File: config.mk
export PLATFORM = sky130hd
export DESIGN_NAME = line_interpolation_rasterizer_core
export DESIGN_NICKNAME = d
export VERILOG_FILES = /design/src/rtl/lir_pkg.sv /design/src/rtl/lir_front.sv /design/src/rtl/lir_cmd_fifo.sv /design/src/rtl/lir_back.sv /design/src/rtl/line_interpolation_rasterizer_core.sv
export SDC_FILE = /design/constraint.sdc
export NUM_CORES = 1
export LEC_CHECK = 0
export BUFFER_PORTS_ARGS = -buffer_cell sky130_fd_sc_hd__buf_2
export CORE_MARGIN = 2
export CORE_UTILIZATION = 67
export CTS_CLUSTER_DIAMETER = 50
export DETAILED_ROUTE_END_ITERATION = 8
export PLACE_DENSITY = 0.86
export SLEW_MARGIN = 30
export SYNTH_ARGS = -nofsm -noshare
export SYNTH_HDL_FRONTEND = slang
export SYNTH_HIERARCHICAL = 1
export SYNTH_SLANG_ARGS = --single-unit
export TNS_END_PERCENT = 30
File: constraint.sdc
create_clock -name clk_i -period 9.67 [get_ports clk_i]
set_input_delay 1.934 -clock clk_i [delete_from_list [all_inputs] [get_ports clk_i]]
set_output_delay 1.934 -clock clk_i [all_outputs]
set_load 0.005 [all_outputs]
File: src/rtl/lir_pkg.sv
// Package for the line interpolation rasteriser: word types, direction codes,
// the classified line command and the walk-engine state type.
// No dependencies; every other file in rtl/ imports it.
package lir_pkg;

  // Width of every coordinate field on the ports.
  localparam int unsigned COORD_W = 6;

  // Defaults handed to the top-level parameters.
  localparam int unsigned COORD_BITS_DEF = 6;
  localparam int unsigned CMD_DEPTH_DEF  = 2;

  typedef enum logic [1:0] {
    REQ_X_UP   = 2'd0,
    REQ_X_DOWN = 2'd1,
    REQ_Y_DOWN = 2'd2,
    REQ_Y_UP   = 2'd3
  } req_type_e;

  typedef logic [COORD_W-1:0] coord_t;

  // Input word: one line request.
  typedef struct packed {
    req_type_e req_type;
    coord_t    start_x;
    coord_t    start_y;
    coord_t    end_x;
    coord_t    end_y;
  } line_req_t;

  // Output word: one plotted pixel.
  typedef struct packed {
    coord_t pixel_x;
    coord_t pixel_y;
    logic   last_pixel;
  } pixel_t;

  // Classified line, as queued between the front end and the walk engine.
  typedef struct packed {
    logic   along_x;
    logic   upward;
    logic   minor_neg;
    coord_t s_major;
    coord_t s_minor;
    coord_t span;
    coord_t d_minor_abs;
  } line_cmd_t;

  typedef enum logic [1:0] {
    BK_IDLE,
    BK_DIVIDE,
    BK_WALK
  } back_state_e;

endpackage

File: src/rtl/lir_front.sv
// Front end of the line interpolation rasteriser: holds one request word and
// classifies it into a line command. Depends on lir_pkg.
module lir_front #(
  parameter int unsigned COORD_BITS = lir_pkg::COORD_BITS_DEF
) (
  input  logic               clk_i,
  input  logic               rst_ni,
  input  logic               in_valid_i,
  output logic               in_stall_o,
  input  lir_pkg::line_req_t in_word_i,
  output logic               cmd_valid_o,
  input  logic               cmd_full_i,
  output lir_pkg::line_cmd_t cmd_o
);
  import lir_pkg::*;

  logic                  hold_valid_q, hold_valid_d;
  line_req_t             hold_q;
  logic                  hold_free;
  logic                  along_x, upward, drop;
  logic [COORD_BITS-1:0] sx, sy, ex, ey;
  logic [COORD_BITS-1:0] s_major, e_major, s_minor, e_minor;

  assign sx = hold_q.start_x[COORD_BITS-1:0];
  assign sy = hold_q.start_y[COORD_BITS-1:0];
  assign ex = hold_q.end_x[COORD_BITS-1:0];
  assign ey = hold_q.end_y[COORD_BITS-1:0];

  always_comb begin
    unique case (hold_q.req_type)
      REQ_X_UP:   begin along_x = 1'b1; upward = 1'b1; end
      REQ_X_DOWN: begin along_x = 1'b1; upward = 1'b0; end
      REQ_Y_DOWN: begin along_x = 1'b0; upward = 1'b0; end
      REQ_Y_UP:   begin along_x = 1'b0; upward = 1'b1; end
      default:    begin along_x = 1'b1; upward = 1'b1; end
    endcase
  end

  assign s_major = along_x ? sx : sy;
  assign e_major = along_x ? ex : ey;
  assign s_minor = along_x ? sy : sx;
  assign e_minor = along_x ? ey : ex;

  // A start lying beyond the end in the walking direction draws nothing.
  assign drop = upward ? (s_major > e_major) : (s_major < e_major);

  always_comb begin
    cmd_o             = '0;
    cmd_o.along_x     = along_x;
    cmd_o.upward      = upward;
    cmd_o.minor_neg   = (e_minor < s_minor);
    cmd_o.s_major     = coord_t'(s_major);
    cmd_o.s_minor     = coord_t'(s_minor);
    cmd_o.span        = coord_t'(upward ? (e_major - s_major) : (s_major - e_major));
    cmd_o.d_minor_abs = coord_t'((e_minor < s_minor) ? (s_minor - e_minor)
                                                     : (e_minor - s_minor));
  end

  assign cmd_valid_o = hold_valid_q && !drop;
  assign hold_free   = !hold_valid_q || drop || !cmd_full_i;
  assign in_stall_o  = !hold_free;
  assign hold_valid_d = hold_free ? in_valid_i : hold_valid_q;

  always_ff @(posedge clk_i or negedge rst_ni) begin
    if (!rst_ni) begin
      hold_valid_q <= 1'b0;
    end else begin
      hold_valid_q <= hold_valid_d;
    end
  end

  always_ff @(posedge clk_i) begin
    if (in_valid_i && hold_free) begin
      hold_q <= in_word_i;
    end
  end

endmodule

File: src/rtl/lir_cmd_fifo.sv
// Short command queue between the front end and the walk engine.
// Depends on lir_pkg for the command type.
module lir_cmd_fifo #(
  parameter int unsigned DEPTH = lir_pkg::CMD_DEPTH_DEF
) (
  input  logic               clk_i,
  input  logic               rst_ni,
  input  logic               push_i,
  input  lir_pkg::line_cmd_t data_i,
  output logic               full_o,
  input  logic               pop_i,
  output logic               empty_o,
  output lir_pkg::line_cmd_t data_o
);
  import lir_pkg::*;

  localparam int unsigned PTR_W = $clog2(DEPTH);
  localparam int unsigned CNT_W = $clog2(DEPTH + 1);

  line_cmd_t        slot_q [DEPTH];
  logic [PTR_W-1:0] wr_ptr_q, wr_ptr_d, rd_ptr_q, rd_ptr_d;
  logic [CNT_W-1:0] count_q, count_d;
  logic             do_push, do_pop;

  assign full_o  = (count_q == CNT_W'(DEPTH));
  assign empty_o = (count_q == '0);
  assign do_push = push_i && !full_o;
  assign do_pop  = pop_i && !empty_o;
  assign data_o  = slot_q[rd_ptr_q];

  always_comb begin
    wr_ptr_d = wr_ptr_q;
    rd_ptr_d = rd_ptr_q;
    count_d  = count_q;
    if (do_push) begin
      wr_ptr_d = (wr_ptr_q == PTR_W'(DEPTH - 1)) ? '0 : wr_ptr_q + 1'b1;
    end
    if (do_pop) begin
      rd_ptr_d = (rd_ptr_q == PTR_W'(DEPTH - 1)) ? '0 : rd_ptr_q + 1'b1;
    end
    if (do_push && !do_pop) begin
      count_d = count_q + 1'b1;
    end else if (do_pop && !do_push) begin
      count_d = count_q - 1'b1;
    end
  end

  always_ff @(posedge clk_i or negedge rst_ni) begin
    if (!rst_ni) begin
      wr_ptr_q <= '0;
      rd_ptr_q <= '0;
      count_q  <= '0;
    end else begin
      wr_ptr_q <= wr_ptr_d;
      rd_ptr_q <= rd_ptr_d;
      count_q  <= count_d;
    end
  end

  always_ff @(posedge clk_i) begin
    if (do_push) begin
      slot_q[wr_ptr_q] <= data_i;
    end
  end

endmodule

File: src/rtl/lir_back.sv
// Walk engine of the line interpolation rasteriser (depends on lir_pkg): a restoring
// divider for the per-step slope, then a stepper: a pixel word a cycle unless stalled.
module lir_back #(
  parameter int unsigned COORD_BITS = lir_pkg::COORD_BITS_DEF
) (
  input  logic               clk_i,
  input  logic               rst_ni,
  input  logic               cmd_valid_i,
  output logic               cmd_pop_o,
  input  lir_pkg::line_cmd_t cmd_i,
  output logic               out_valid_o,
  input  logic               out_stall_i,
  output lir_pkg::pixel_t    out_word_o
);
  import lir_pkg::*;

  localparam int unsigned W     = COORD_BITS;
  localparam int unsigned CNT_W = $clog2(COORD_BITS);

  back_state_e    state_q, state_d;
  logic           out_valid_q, out_valid_d;
  pixel_t         out_word_q, out_word_d;
  logic           along_x_q, upward_q, minor_neg_q;
  logic [W-1:0]   s_minor_q, span_q;
  logic [W-1:0]   pos_q, pos_d, left_q, left_d;
  logic [W-1:0]   div_rem_q, div_rem_d, div_quo_q, div_quo_d;
  logic [CNT_W-1:0] div_cnt_q, div_cnt_d;
  logic [W-1:0]   acc_q, acc_d, frac_q, frac_d;
  logic           load, emit;

  logic [W:0]     span_ext, shifted, rsum;
  logic           div_ge, wrap;
  logic [W-1:0]   minor, pix_x, pix_y;

  assign span_ext = {1'b0, span_q};
  assign shifted  = {div_rem_q, div_quo_q[W-1]};
  assign div_ge   = (shifted >= span_ext);
  assign rsum     = {1'b0, frac_q} + {1'b0, div_rem_q};
  assign wrap     = (rsum >= span_ext);
  assign minor    = minor_neg_q ? (s_minor_q - acc_q) : (s_minor_q + acc_q);
  assign pix_x    = along_x_q ? pos_q : minor;
  assign pix_y    = along_x_q ? minor : pos_q;

  always_comb begin
    state_d   = state_q;
    load      = 1'b0;
    emit      = 1'b0;
    pos_d     = pos_q;
    left_d    = left_q;
    div_rem_d = div_rem_q;
    div_quo_d = div_quo_q;
    div_cnt_d = div_cnt_q;
    acc_d     = acc_q;
    frac_d    = frac_q;
    unique case (state_q)
      BK_IDLE: begin
        if (cmd_valid_i) begin
          load      = 1'b1;
          pos_d     = cmd_i.s_major[W-1:0];
          left_d    = cmd_i.span[W-1:0];
          acc_d     = '0;
          frac_d    = '0;
          div_rem_d = '0;
          div_cnt_d = '0;
          if (cmd_i.span[W-1:0] == '0) begin
            div_quo_d = '0;
            state_d   = BK_WALK;
          end else begin
            div_quo_d = cmd_i.d_minor_abs[W-1:0];
            state_d   = BK_DIVIDE;
          end
        end
      end
      BK_DIVIDE: begin
        div_rem_d = W'(div_ge ? (shifted - span_ext) : shifted);
        div_quo_d = {div_quo_q[W-2:0], div_ge};
        div_cnt_d = div_cnt_q + 1'b1;
        if (div_cnt_q == CNT_W'(W - 1)) begin
          state_d = BK_WALK;
        end
      end
      BK_WALK: begin
        if (!out_valid_q || !out_stall_i) begin
          emit   = 1'b1;
          pos_d  = upward_q ? (pos_q + 1'b1) : (pos_q - 1'b1);
          left_d = left_q - 1'b1;
          frac_d = W'(wrap ? (rsum - span_ext) : rsum);
          acc_d  = acc_q + div_quo_q + W'(wrap);
          if (left_q == '0) begin
            state_d = BK_IDLE;
          end
        end
      end
      default: begin
        state_d = BK_IDLE;
      end
    endcase
  end

  assign cmd_pop_o   = load;
  assign out_valid_d = emit || (out_valid_q && out_stall_i);

  always_comb begin
    out_word_d            = out_word_q;
    if (emit) begin
      out_word_d.pixel_x    = coord_t'(pix_x);
      out_word_d.pixel_y    = coord_t'(pix_y);
      out_word_d.last_pixel = (left_q == '0);
    end
  end

  always_ff @(posedge clk_i or negedge rst_ni) begin
    if (!rst_ni) begin
      state_q     <= BK_IDLE;
      out_valid_q <= 1'b0;
    end else begin
      state_q     <= state_d;
      out_valid_q <= out_valid_d;
    end
  end

  always_ff @(posedge clk_i) begin
    out_word_q <= out_word_d;
    pos_q      <= pos_d;
    left_q     <= left_d;
    div_rem_q  <= div_rem_d;
    div_quo_q  <= div_quo_d;
    div_cnt_q  <= div_cnt_d;
    acc_q      <= acc_d;
    frac_q     <= frac_d;
    if (load) begin
      along_x_q   <= cmd_i.along_x;
      upward_q    <= cmd_i.upward;
      minor_neg_q <= cmd_i.minor_neg;
      s_minor_q   <= cmd_i.s_minor[W-1:0];
      span_q      <= cmd_i.span[W-1:0];
    end
  end

  assign out_valid_o = out_valid_q;
  assign out_word_o  = out_word_q;

endmodule

File: src/rtl/line_interpolation_rasterizer_core.sv
// Top level of the line interpolation rasteriser: front end, command queue and
// walk engine. Depends on lir_pkg, lir_front, lir_cmd_fifo and lir_back.
//
//   Channel | Direction | Word type  | Handshake
//   --------+-----------+------------+---------------------------------------
//   in      | input     | line_req_t | in_valid_i / in_stall_o / in_word_i
//   out     | output    | pixel_t    | out_valid_o / out_stall_i / out_word_o
//
// A line of N+1 pixels (N the major span) occupies the walk engine while it takes
// the command, runs the restoring divider and emits one pixel per cycle while the
// output is not stalled; a zero span skips the divider.
// The front end keeps taking request words during a walk until queue and hold register fill.
// Reset is asynchronous and active low; it empties the queue and the output register.
// A stalled output simply holds the walk; a full queue stalls the input.
module line_interpolation_rasterizer_core #(
  parameter int unsigned COORD_BITS = lir_pkg::COORD_BITS_DEF,
  parameter int unsigned CMD_DEPTH  = lir_pkg::CMD_DEPTH_DEF
) (
  input  logic               clk_i,
  input  logic               rst_ni,
  input  logic               in_valid_i,
  output logic               in_stall_o,
  input  lir_pkg::line_req_t in_word_i,
  output logic               out_valid_o,
  input  logic               out_stall_i,
  output lir_pkg::pixel_t    out_word_o
);
  import lir_pkg::*;

  // Classified commands flow from the front end through the queue to the walk engine.
  line_cmd_t front_cmd, queue_cmd;
  logic      front_valid, queue_full, queue_empty, back_pop;

  // The front end registers each request word, works out the major axis, the
  // walking direction and both spans, and drops lines that draw nothing.
  lir_front #(
    .COORD_BITS (COORD_BITS)
  ) u_front (
    .clk_i       (clk_i),
    .rst_ni      (rst_ni),
    .in_valid_i  (in_valid_i),
    .in_stall_o  (in_stall_o),
    .in_word_i   (in_word_i),
    .cmd_valid_o (front_valid),
    .cmd_full_i  (queue_full),
    .cmd_o       (front_cmd)
  );

  // The queue lets the front end carry on while the walk engine is held up.
  lir_cmd_fifo #(
    .DEPTH (CMD_DEPTH)
  ) u_queue (
    .clk_i   (clk_i),
    .rst_ni  (rst_ni),
    .push_i  (front_valid),
    .data_i  (front_cmd),
    .full_o  (queue_full),
    .pop_i   (back_pop),
    .empty_o (queue_empty),
    .data_o  (queue_cmd)
  );

  // The walk engine divides the minor span by the major span once, then steps
  // the quotient and remainder to give each pixel's minor coordinate exactly.
  lir_back #(
    .COORD_BITS (COORD_BITS)
  ) u_back (
    .clk_i       (clk_i),
    .rst_ni      (rst_ni),
    .cmd_valid_i (!queue_empty),
    .cmd_pop_o   (back_pop),
    .cmd_i       (queue_cmd),
    .out_valid_o (out_valid_o),
    .out_stall_i (out_stall_i),
    .out_word_o  (out_word_o)
  );

endmodule

**Yosys cells after proc, flatten, opt, wreduce, memory -nomap -nowiden**

Memory sizes are Yosys's and may differ from the RTL's.
Cells that the tools add are included.

- Register bits: 101
- Memory bits (writable): 54
- Bits of input ports: 30
- Output and inout port bits: 15
- Word-level logic and storage cells: 145
- Memories kept: 1

Memory list:

| name | words | width | read ports | clocked after Yosys merged registers in | wr ports | RTL line | text |
|---|---|---|---|---|---|---|---|
| u_queue.slot_q | 2 | 27 | 1 | 0 | 1 | lir_cmd_fifo.sv:20 | `line_cmd_t slot_q [DEPTH];` |

- Add/subtract/negate cells: 19
- Order comparisons: 5
- Equality and inequality tests: 11
- Mux-type cells: 48
- Reductions and logical operators: 35

Operator list:

| kind | count |
|---|---|
| $mux 6 | 21 |
| $pmux 6 s2 | 6 |
| $sub 6x6->6 | 7 |
| $ge 7x6->1 | 2 |
| $mux 2 | 7 |
| $add 6x6->6 | 2 |
| $logic_not 6->1 | 2 |
| $lt 6x6->1 | 2 |
| $sub 6x1->6 const B | 2 |
| $logic_not 1->1 | 9 |
| $mux 1 | 9 |
| $eq 2x2->1 const B | 4 |
| $reduce_or 2->1 | 4 |
| $add 6x6->7 | 1 |
| $logic_and 1x1->1 | 7 |
| $add 6x1->6 | 1 |
| $add 6x1->6 const B | 1 |
| $gt 6x6->1 | 1 |
| $logic_not 2->1 | 3 |
| $ne 2x1->1 const B | 3 |
| $pmux 2 s3 | 1 |
| $pmux 3 s2 | 1 |
| $reduce_bool 2->1 | 3 |
| $eq 2x1->1 const B | 2 |
| 12 further kinds | 17 |

**Logic depth before layout (Yosys ltp)**

Gate-level depths: netlist of run 1.

- Word-level depth: 13
- Mapped depth: 19

**Modules after synthesis**

Netlist of run 1, hierarchy kept.

By module, submodules not included:

| module | instances | cells each | area each (µm²) | sequential area each (µm²) |
|---|---|---|---|---|
| lir_back | 1 | 391 | 4336.7 | 2087.0 |
| lir_cmd_fifo | 1 | 103 | 2244.7 | 1721.7 |
| lir_front | 1 | 180 | 2074.5 | 805.8 |
| line_interpolation_rasterizer_core | 1 | 1 | 3.8 | 0.0 |

**Worst setup path after synthesis of run 1**

OpenSTA, ideal clock, no wires.

- Path type: reg2out
- From: register u_front/hold_q[24] (netlist name)
- To: output in_stall_o
- Arrival time: 3.064 ns
- Data required time: 7.736 ns
- Setup slack: 4.672 ns
- Cell stages (with the launch flop): 14
- Buffers on the path: 1
- Cell sequence: edfxtp_1 ha_1 nor2_1 buf_2 mux2_2 inv_1 ha_1 inv_1 fa_1 a21o_1 a21o_1 a211o_1 o211a_2 and2_1

RTL lines:

| item | RTL line | text |
|---|---|---|
| start, declared | lir_front.sv:18 | `line_req_t hold_q;` |
| start signal, assigned | lir_front.sv:74 | `hold_q <= in_word_i;` |
| end, declared | line_interpolation_rasterizer_core.sv:22 | `output logic in_stall_o,` |

==> results of run 1 <==
path summary, 6_finish.rpt:
path                                startpoint                end  slack (ps)  cells after the start
min in group asynchronous               rst_ni  u_back/state_q[1]        1350                      1
hold / removal                u_queue/wr_ptr_q   u_queue/wr_ptr_q         520                      1
max in group asynchronous               rst_ni   u_queue/wr_ptr_q        8140                      1
hold reg to reg               u_queue/wr_ptr_q   u_queue/wr_ptr_q         520                      1
setup reg to reg           u_back/div_rem_q[0]    u_back/acc_q[4]        5280                     18
setup / recovery            u_front/hold_q[24]         in_stall_o        4090                     14
logic make-up (layout without fill, tap and decap cells):
group | count (synthesis) | in the layout | share of synthesized area
DFF | 155 | 155 | 0.5329
xor gates and xnor gates | 41 | 41 | 0.04147
and+or+nand+nor | 139 | 139 | 0.07976
AOI/OAI and AO/OA | 118 | 118 | 0.09147
buffers and inverters | 79 | 142 | 0.04291
adders and majority gates | 72 | 72 | 0.1136
muxes | 71 | 71 | 0.09796
per-stage QoR:
stage | utilization | cells | total power [mW] | hold slack, ps
2_1_floorplan | - | 675 | 2.315 | 460.8
3_3_place_gp | 0.7147 | 879 | 2.534 | 493.1
3_5_place_dp | 0.7149 | 879 | 2.633 | 502.4
4_1_cts | 0.7590 | 910 | 3.306 | 525.2
5_1_grt | 0.7590 | 910 | 3.520 | 538.4
6_report | 0.7590 | 910 | 3.325 | 522.6
flip-flops by register name, indices dropped and copies added (netlist names), 2 cells and up:
signal / flops
u_back/s_minor_q: 6
u_front/sx: 6
u_back/div_rem_q: 6
u_back/state_q: 2
u_back/out_word_o: 13
u_front/ex: 6
u_back/frac_q: 6
u_front/sy: 6
u_back/pos_q: 6
u_back/left_q: 6
u_front/ey: 6
u_queue/count_q: 2
u_back/acc_q: 6
u_back/div_quo_q: 6
u_front/hold_q: 2
u_back/span_q: 6
u_queue/slot_q: 54
u_back/div_cnt_q: 3
layer usage:
layer	track usage	vias up	routed length, µm
li1	-	2560	-
met1	0.2967	2632	6585
met2	0.4484	250	8874
met3	0.05523	54	929
met4	0.1303	0	640
met5	0	-	0
layout by cell type, fill, tap and decap left out, types with 6 or more instances in the layout:
cell type  synthesis  layout
a21o_1            11      11
a21oi_1           33      33
buf_2              4      44
buf_4              4       8
clkbuf_16          0      17
clkinv_2           0       6
dfrtp_1            8       8
edfxtp_1         147     147
fa_1              11      11
ha_1              61      61
inv_1             59      59
mux2_2            32      32
mux2_4            19      19
mux2i_1           18      18
nand2_1           42      42
nand2b_1           7       7
nand3_1            6       6
nand4_1           11      11
nor2_1            38      35
nor2b_1            7       7
nor3_1             6       6
o21a_1             6       6
o21ai_0           29      29
xnor2_1           24      24
xor2_1            17      17
cell type report:
type                       instances  area (µm²)
tap                              172       215.2
clock buffer                      17       425.4
fill                             760        3042
sequential                       155        4614
clock inverter                    14       131.4
multi-input combinational        441        3690
inverter                          59       221.5
timing repair buffer              52       280.3
power breakdown:
group,total [mW],switching (mW),internal [mW]
Combinational,1.55,0.902,0.651
Clock,0.628,0.254,0.373
Sequential,1.14,0.117,1.03
Total,3.32,1.27,2.05
==> impl_metrics.json, run 1 <==
{
  "crit_fanout": 26,
  "ys_async_sr_fraction": 0.05161,
  "worst_pin_slew_ps": 742.0,
  "cts_max_level": 4,
  "ys_top_cells_by_count": "edfxtp_1, ha_1, inv_1",
  "dpl_worst_slack_ps": 4553,
  "p_leak_nw": 3.920,
  "drcViolationCount": 0,
  "p_per_area_nw_per_um2": 347.1,
  "overflow": 0,
  "place_congestion": 0.9007,
  "grt_max_degree": 37,
  "synth_top_cell_area_share": 0.5098,
  "syn_avg_cell_area_um2": 12.83,
  "dr_total_vias": 5496,
  "avgRoutedWirePerCell_um": 18.71,
  "setup_ws_ps": 4094,
  "ir_drop_mv": 0.1679,
  "clock_sinks": 155,
  "clkTransAtPathRegs_ps": 60,
  "status": "complete, no violations",
  "synth.largest_area_cell": "edfxtp_1",
  "die_w_um": 117.7,
  "grt.total_usage": 0.2561,
  "dpl_cell_area_um2": 9021,
  "synth-seq-area-share": 0.5329,
  "clock_path_buffers": 2,
  "setup_viol": 0,
  "numPortBuffers": 44,
  "grt_pass1_wl_mm": 27.50,
  "drt_iter0_markers": 516,
  "drive_gt1_frac": 0.2046,
  "ys_warn_count": 6,
  "cpLargestDelayFamily": "compound AO/OA/AOI/OAI gates",
  "area_growth_pct": 10.61,
  "max_freq_mhz": 179.4,
  "fin_area_um2": 9578,
  "start_kind": "flip-flop",
  "synth-main-ff-cell": "edfxtp_1",
  "holdBufCountCts": 0,
  "crit_path_end_kind": "output port",
  "maxCapViolCount": 0,
  "core_area_um2": 12620,
  "dp_hpwl_mm": 11.69,
  "cts_buffers": 17,
  "num_antenna_cells": 0,
  "dr.pass1.iters": 7,
  "insertion_delay_ps": 430,
  "fp-row-count": 41,
  "slew_violations": 0,
  "ys_top_cells_by_area": "edfxtp_1, ha_1, mux2_2, mux2_4, inv_1",
  "synth.most_common_cell": "edfxtp_1",
  "ctsResizeCount": 0,
  "drt-vias-per-instance": 6.040,
  "critPathSlowestCell": "mux2_2",
  "ant_nets": 0,
  "post-cts-setup-buffer-count": 0,
  "hold_class": "flip-flop to flip-flop",
  "cts_root_buf": "clkbuf_16",
  "synth_edf_count": 147,
  "antenna_found_initial": 0,
  "finClkSkew_ps": 7.902,
  "slew_headroom": 0.5043,
  "netlist_instances": 675,
  "finalSetupTns_ps": 0,
  "crit_type": "flip-flop to output port",
  "drt-total-wl_mm": 17.03,
  "fp.dieH_um": 117.7,
  "dieArea_um2": 13850,
  "ios": 45,
  "ys_types": 70,
  "rsz0062_at_grt": "false",
  "syn_nets": 777,
  "cts_tree": "built",
  "grt_pass1_vias": 5713,
  "critical_path_arrival_ps": 3640,
  "fin_crit_sh": 0.5766,
  "syn_area_um2": 8660,
  "min_period_ps": 5576,
  "ys_seq_elements": 155,
  "cp_cell_sequence": "ha_1 -> nor2_2 -> buf_4 -> mux2_2 -> inv_1 -> ha_1 -> inv_1 -> fa_1 -> a21o_1 -> a21o_1 -> a211o_1 -> o211a_2 -> and2_1 -> buf_2",
  "cp_slowest_stage_delay_ps": 410,
  "hold_viol": 0,
  "critPathRequiredTime_ps": 7740,
  "nNetsFinal": 828,
  "crit_buf_inv": 4,
  "initial_core_util": 0.6862
}
Note: power is estimated with default switching activity, not from simulation.
==> run 2, diff against run 1 <==
--- a/config.mk
+++ b/config.mk
@@ -7,10 +7,10 @@
 export LEC_CHECK = 0
 export BUFFER_PORTS_ARGS = -buffer_cell sky130_fd_sc_hd__buf_2
 export CORE_MARGIN = 2
-export CORE_UTILIZATION = 67
+export CORE_UTILIZATION = 62
 export CTS_CLUSTER_DIAMETER = 50
 export DETAILED_ROUTE_END_ITERATION = 8
-export PLACE_DENSITY = 0.86
+export PLACE_DENSITY = 0.81
 export SLEW_MARGIN = 30
 export SYNTH_ARGS = -nofsm -noshare
 export SYNTH_HDL_FRONTEND = slang
==> constraint.sdc (replaced) <==
create_clock -name clk_i -period 5.38 [get_ports clk_i]
set_input_delay 1.076 -clock clk_i [delete_from_list [all_inputs] [get_ports clk_i]]
set_output_delay 1.076 -clock clk_i [all_outputs]
set_load 0.005 [all_outputs]
==> run 2 against run 1 <==
Compared with the run above:
- non-clock buffer count is the same
- count of clock-buffer cells in the layout grew 1
- core utilization shrank 6.2 points
- cell area grew 0.25%
- die area grew 7.8%
- first-iteration DRC count shrank 24%
- setup slack lost 3300 ps
- routed wire length shrank 5.4%
- combinational power grew 75%
- sequential power grew 79%
- total power grew 78%
- critical path type unchanged
- largest cell class unchanged
==> impl_metrics.json, run 2 (synthesis gave the netlist of run 1 again) <==
{
  "dpl_worst_slack_ps": 1244,
  "cts_buffers": 17,
  "p_sw_mw": 2.222,
  "worst_pin_slew_ps": 775.0,
  "fin_area_um2": 9602,
  "post-cts-setup-buffer-count": 0,
  "hold_viol": 0,
  "grt_pass1_vias": 5522,
  "critPathRequiredTime_ps": 4300,
  "p_leak_nw": 3.922,
  "largest_reg_flops": 54,
  "nFillCells": 986,
  "crit_path_end_kind": "output port",
  "dr.pass1.iters": 5,
  "num_antenna_cells": 0,
  "cts_tree": "built",
  "start_kind": "flip-flop",
  "hold_class": "input pin to asynchronous set/reset pin",
  "place_congestion": 0.9290,
  "cts_root_buf": "clkbuf_16",
  "die_w_um": 122.2,
  "ir_drop_mv": 0.2588,
  "regMostFlops": "u_queue/slot_q",
  "fp.dieH_um": 122.2,
  "finClkSkew_ps": 7.809,
  "drt-vias-per-instance": 5.832,
  "min_period_ps": 4549,
  "rsz0062_at_grt": "false",
  "ctsResizeCount": 0,
  "setup_viol": 0,
  "max_freq_mhz": 219.8,
  "cts_max_level": 4,
  "slew_violations": 0,
  "status": "complete, no violations",
  "finalSetupTns_ps": 0,
  "area_growth_pct": 10.88,
  "setup_ws_ps": 830.8,
  "grt_max_degree": 37,
  "drive_gt1_frac": 0.2019,
  "final_common_cell": "edfxtp_1",
  "clkTransAtPathRegs_ps": 60,
  "drcViolationCount": 0,
  "clock_sinks": 155,
  "insertion_delay_ps": 420,
  "dpl_cell_area_um2": 9031,
  "avgRoutedWirePerCell_um": 17.55,
  "p_per_area_nw_per_um2": 616.3,
  "finalPower_mw": 5.917,
  "antenna_found_initial": 0,
  "crit_fanout": 21,
  "seqPwrFrac": 0.345,
  "critical_path_arrival_ps": 3470,
  "initial_core_util": 0.6287,
  "clock_path_buffers": 2,
  "dp_hpwl_mm": 11.73,
  "dr_total_vias": 5354,
  "grt_pass1_wl_mm": 26.47,
  "maxCapViolCount": 0,
  "overflow": 0,
  "ios": 45,
  "crit_type": "flip-flop to output port",
  "holdBufCountCts": 0,
  "nNetsFinal": 828,
  "dieArea_um2": 14930,
  "sw_frac_of_total": 0.3756,
  "fin_crit_sh": 0.8456,
  "power_frac_clock": 0.194,
  "drt_iter0_markers": 393,
  "ant_nets": 0,
  "numPortBuffers": 44,
  "combPwrFrac": 0.460,
  "drt-total-wl_mm": 16.11,
  "grt.total_usage": 0.2316,
  "slew_headroom": 0.4828,
  "fp-row-count": 43,
  "post-route-util": 0.6971,
  "core_area_um2": 13770,
  "layout_common_cells": "edfxtp_1, ha_1, inv_1, buf_2, nand2_1",
  "intPower_mw": 3.695
}
[run 2: cell count changes in the layout (fill, tap and decap cells not counted), sizes merged]
cell      change
clkbuf        +1
clkinv        -4
inv           +4
clkinvlp      -1
[run 2: final timing paths]
check	start	end	slack, ps	depth (start not counted)
worst max-delay path	u_front/hold_q[24]	in_stall_o	830	11
worst min-delay path	rst_ni	u_back/out_valid_o	500	1
worst max register to register	u_back/div_rem_q[1]	u_back/acc_q[4]	1170	18
worst min register to register	u_back/out_valid_o	u_back/out_valid_o	510	2
max in group asynchronous	rst_ni	u_queue/rd_ptr_q	4710	1
min in group clk_i	u_back/out_valid_o	u_back/out_valid_o	510	2
[run 2: critical path, stage by stage, from the launching register on]
cell	delay, ps
edfxtp_1	390
ha_1	220
nor2_2	260
buf_4	340
mux2_2	390
ha_1	360
a21o_1	210
a21o_1	190
a211o_1	260
o211a_2	170
and2_1	160
buf_2	120
[run 2: layout make-up]
cell class | count | area [µm²] | area share
clock buffers | 18 | 429.2 | 0.04470
clock inverters | 13 | 141.4 | 0.01473
inverters | 59 | 221.5 | 0.02306
multi-input cells | 441 | 3690 | 0.3843
flip-flops and latches | 155 | 4614 | 0.4806
well taps | 180 | 225.2 | 0.02346
repair buffers | 52 | 280.3 | 0.02919
[run 2: layer usage]
layer | track usage | wire length, µm | share of wire
met2 | 0.4145 | 8489 | 0.53
met5 | 0 | 0 | 0
met3 | 0.04448 | 687 | 0.043
met4 | 0.09124 | 245 | 0.015
met1 | 0.2750 | 6687 | 0.42
[run 2: power groups by stage]
stage	logic, mW	clock network [mW]	registers (mW)
after floorplan	2.17	0	1.99
after global placement	2.52	0	2.05
after detailed placement	2.66	0	2.06
after CTS	2.70	1.17	2.04
after global routing	3.02	1.22	2.08
final	2.72	1.15	2.04
[run 2: stage by stage]
step,cells,hold slack (ps)
final,918,496.8
after global routing,918,493.2
after CTS,918,483.7
after detailed placement,887,500.0
after global placement,887,494.6
after floorplan,675,460.8
==> run 3, diff against run 2 <==
--- a/config.mk
+++ b/config.mk
@@ -5,12 +5,13 @@
 export SDC_FILE = /design/constraint.sdc
 export NUM_CORES = 1
 export LEC_CHECK = 0
+export ABC_AREA = 1
 export BUFFER_PORTS_ARGS = -buffer_cell sky130_fd_sc_hd__buf_2
 export CORE_MARGIN = 2
 export CORE_UTILIZATION = 62
 export CTS_CLUSTER_DIAMETER = 50
 export DETAILED_ROUTE_END_ITERATION = 8
-export PLACE_DENSITY = 0.81
+export PLACE_DENSITY = 0.8
 export SLEW_MARGIN = 30
 export SYNTH_ARGS = -nofsm -noshare
 export SYNTH_HDL_FRONTEND = slang
==> constraint.sdc (replaced) <==
create_clock -name clk_i -period 4.6 [get_ports clk_i]
set_input_delay 0.92 -clock clk_i [delete_from_list [all_inputs] [get_ports clk_i]]
set_output_delay 0.92 -clock clk_i [all_outputs]
set_load 0.005 [all_outputs]
==> run 3 against run 2 <==
Compared with the run above:
- clock skew barely moved
- count of clock-buffer cells in the layout rose by 1
- core utilization barely moved
- global-route usage fell by 0.31 points
- flip-flop and latch count did not move
- critical path depth rose by 1
- routed wire length rose by 6.0%
- die area rose by 3.8%
==> impl_metrics.json, run 3 <==
{
  "setup_viol": 0,
  "nFillCells": 1043,
  "syn_nets": 1071,
  "die_w_um": 124.5,
  "crit_fanout": 22,
  "cpLargestDelayFamily": "simple AND/OR/NAND/NOR gates",
  "antenna_found_initial": 0,
  "ys_top_cells_by_count": "nand2_1, edfxtp_1, inv_1",
  "cp-endpoint": "in_stall_o",
  "worst_r2r_endpoint": "u_back/acc_q[4]",
  "max_freq_mhz": 239.3,
  "worst-r2r-cell-count": 24,
  "drt-vias-per-instance": 5.267,
  "synth_edf_count": 147,
  "rsz0062_at_grt": "false",
  "crit_type": "flip-flop to output port",
  "num_antenna_cells": 0,
  "synth.largest_area_cell": "edfxtp_1",
  "initial_core_util": 0.6266,
  "critical_path_arrival_ps": 3260,
  "largest_reg_flops": 54,
  "core_area_um2": 14370,
  "ys_seq_elements": 155,
  "dr.pass1.iters": 5,
  "final_common_cell": "nand2_1",
  "finalSetupTns_ps": 0,
  "fp-row-count": 44,
  "startpoint": "u_front/hold_q[24]",
  "finalNonFillerCells": 1219,
  "cp_slowest_stage_delay_ps": 560,
  "ys_async_sr_fraction": 0.05161,
  "hold_class": "input pin to asynchronous set/reset pin",
  "syn_area_um2": 9004,
  "grt_max_degree": 29,
  "insertion_delay_ps": 420,
  "grt_pass1_vias": 6094,
  "dp_cells": 1187,
  "start_kind": "flip-flop",
  "min_period_ps": 4179,
  "syn_avg_cell_area_um2": 9.292,
  "holdBufCountCts": 0,
  "slew_headroom": 0.4738,
  "r2r_start": "u_back/div_rem_q[0]",
  "netlist_instances": 969,
  "numPortBuffers": 44,
  "ios": 45,
  "clkTransAtPathRegs_ps": 60,
  "dieArea_um2": 15500,
  "synth-seq-area-share": 0.5125,
  "ys_warn_count": 6,
  "ant_nets": 0,
  "post-route-util": 0.6968,
  "cts_root_buf": "clkbuf_16",
  "avgRoutedWirePerCell_um": 14.01,
  "regMostFlops": "u_queue/slot_q",
  "critPathSlowestCell": "nor2_2",
  "cts_tree": "built",
  "fin_crit_sh": 0.9085,
  "drt-total-wl_mm": 17.08,
  "grt.total_usage": 0.2285,
  "fp.dieH_um": 124.5,
  "critPathRequiredTime_ps": 3680,
  "drt_iter0_markers": 524,
  "clock_sinks": 155,
  "worst_pin_slew_ps": 781.0,
  "drive_gt1_frac": 0.1140,
  "cp_cell_sequence": "ha_1 -> nor2_2 -> buf_4 -> nor2_1 -> a21oi_1 -> ha_1 -> a21oi_1 -> nand3_2 -> nand2_2 -> nand3_4 -> nor2_4 -> buf_2",
  "synth-main-ff-cell": "edfxtp_1",
  "maxCapViolCount": 0,
  "ctsResizeCount": 0,
  "clock_path_buffers": 2,
  "post-cts-setup-buffer-count": 0,
  "dr_total_vias": 6421,
  "synth_top_cell_area_share": 0.4903,
  "nNetsFinal": 1124,
  "cts_max_level": 4,
  "grt_pass1_wl_mm": 28.17,
  "regToRegSetupSlack_ps": 650,
  "ys_types": 41,
  "status": "complete, no violations",
  "crit_buf_inv": 2,
  "layout_common_cells": "nand2_1, edfxtp_1, inv_1, ha_1, nor2_1",
  "hold_viol": 0,
  "cts_buffers": 17,
  "cp.depth": 12,
  "overflow": 0,
  "ys_top_cells_by_area": "edfxtp_1, nand2_1, ha_1, inv_1, o21ai_0",
  "crit_path_end_kind": "output port",
  "area_growth_pct": 11.20,
  "place_congestion": 0.8931,
  "finClkSkew_ps": 7.946,
  "slew_violations": 0,
  "drcViolationCount": 0,
  "dp_hpwl_mm": 12.60,
  "synth.most_common_cell": "nand2_1"
}
==> run 3: cell count changes in the layout (fill, tap and decap cells not counted), moves of 7 or more <==
cell,change
nand2_1,+248
inv_1,+86
mux2_2,-32
nand3_1,+26
nor2_1,+25
o21ai_0,+20
mux2_4,-19
mux2i_1,-18
xnor2_1,-11
a21o_1,-7
nand2b_1,-7
nor2b_1,-7
o21ai_1,+7
==> run 3: final cells by class <==
cell class                      instances  area, µm²  area share
Sequential cell                       155       4614      0.4609
Multi-Input combinational cell        645       3712      0.3708
Inverter                              148      555.5     0.05549
Clock buffer                           19      432.9     0.04324
Timing Repair Buffer                   55      302.8     0.03024
Tap cell                              184      230.2     0.02299
Clock inverter                         13      163.9     0.01637
==> run 3: cell families (layout without fill, tap and decap cells) <==
| family | count (synthesis) | in the layout | synth area share |
|---|---|---|---|
| AO/OA/AOI/OAI | 111 | 111 | 0.06684 |
| flip-flops | 155 | 155 | 0.5125 |
| XOR/XNOR | 32 | 32 | 0.03113 |
| buffers and inverters | 169 | 235 | 0.07643 |
| AND/OR/NAND/NOR | 430 | 430 | 0.2039 |
| adder cells (fa/ha/maj) | 72 | 72 | 0.1092 |
==> run 3: worst min-delay path by stage <==
stage / start / to
floorplan: u_queue/wr_ptr_q / u_queue/wr_ptr_q
global placement: u_queue/wr_ptr_q / u_queue/wr_ptr_q
detailed placement: u_queue/wr_ptr_q / u_queue/wr_ptr_q
CTS: rst_ni / u_back/out_valid_o
global route: rst_ni / u_queue/rd_ptr_q
finish: rst_ni / u_back/out_valid_o
==> run 3: metrics by stage <==
step                cell area [µm²]  worst slack [ps]  hold slack (ps)
floorplan                      9004             707.2            449.0
global placement               9413             871.9            464.1
detailed placement             9413             698.4            474.7
CTS                           10010             405.0            364.9
global route                  10010             168.0            366.1
finish                        10010             420.8            367.5
==> run 3: metal layers <==
metal / track usage / share of wire / vias to the layer above
li1: - / - / 3269
met4: 0.08592 / 0.019 / 0
met1: 0.2930 / 0.43 / 2955
met3: 0.04081 / 0.045 / 24
met2: 0.3899 / 0.50 / 173
met5: 0 / 0 / -
==> run 3: worst reg2reg max path, cell delays in order, from the launching register on <==
cell and delay [ps]:
edfxtp_1 400, ha_1 200, inv_1 60, fa_1 420
nor2_1 130, nor2_1 60, xor2_1 130, inv_1 80
ha_1 340, nand2_2 90, inv_1 60, a21oi_2 170
nand3_2 110, nand2_4 100, nand2_4 90, inv_1 90
fa_1 170, inv_1 80, fa_1 380, nand2_1 70
inv_1 60, o21ai_0 160, nand2_1 80, o21ai_0 150
a21oi_1 50
Power of run 3 is not shown: default switching activity piles up to over one toggle a cycle in this logic, so the estimate is an artifact.
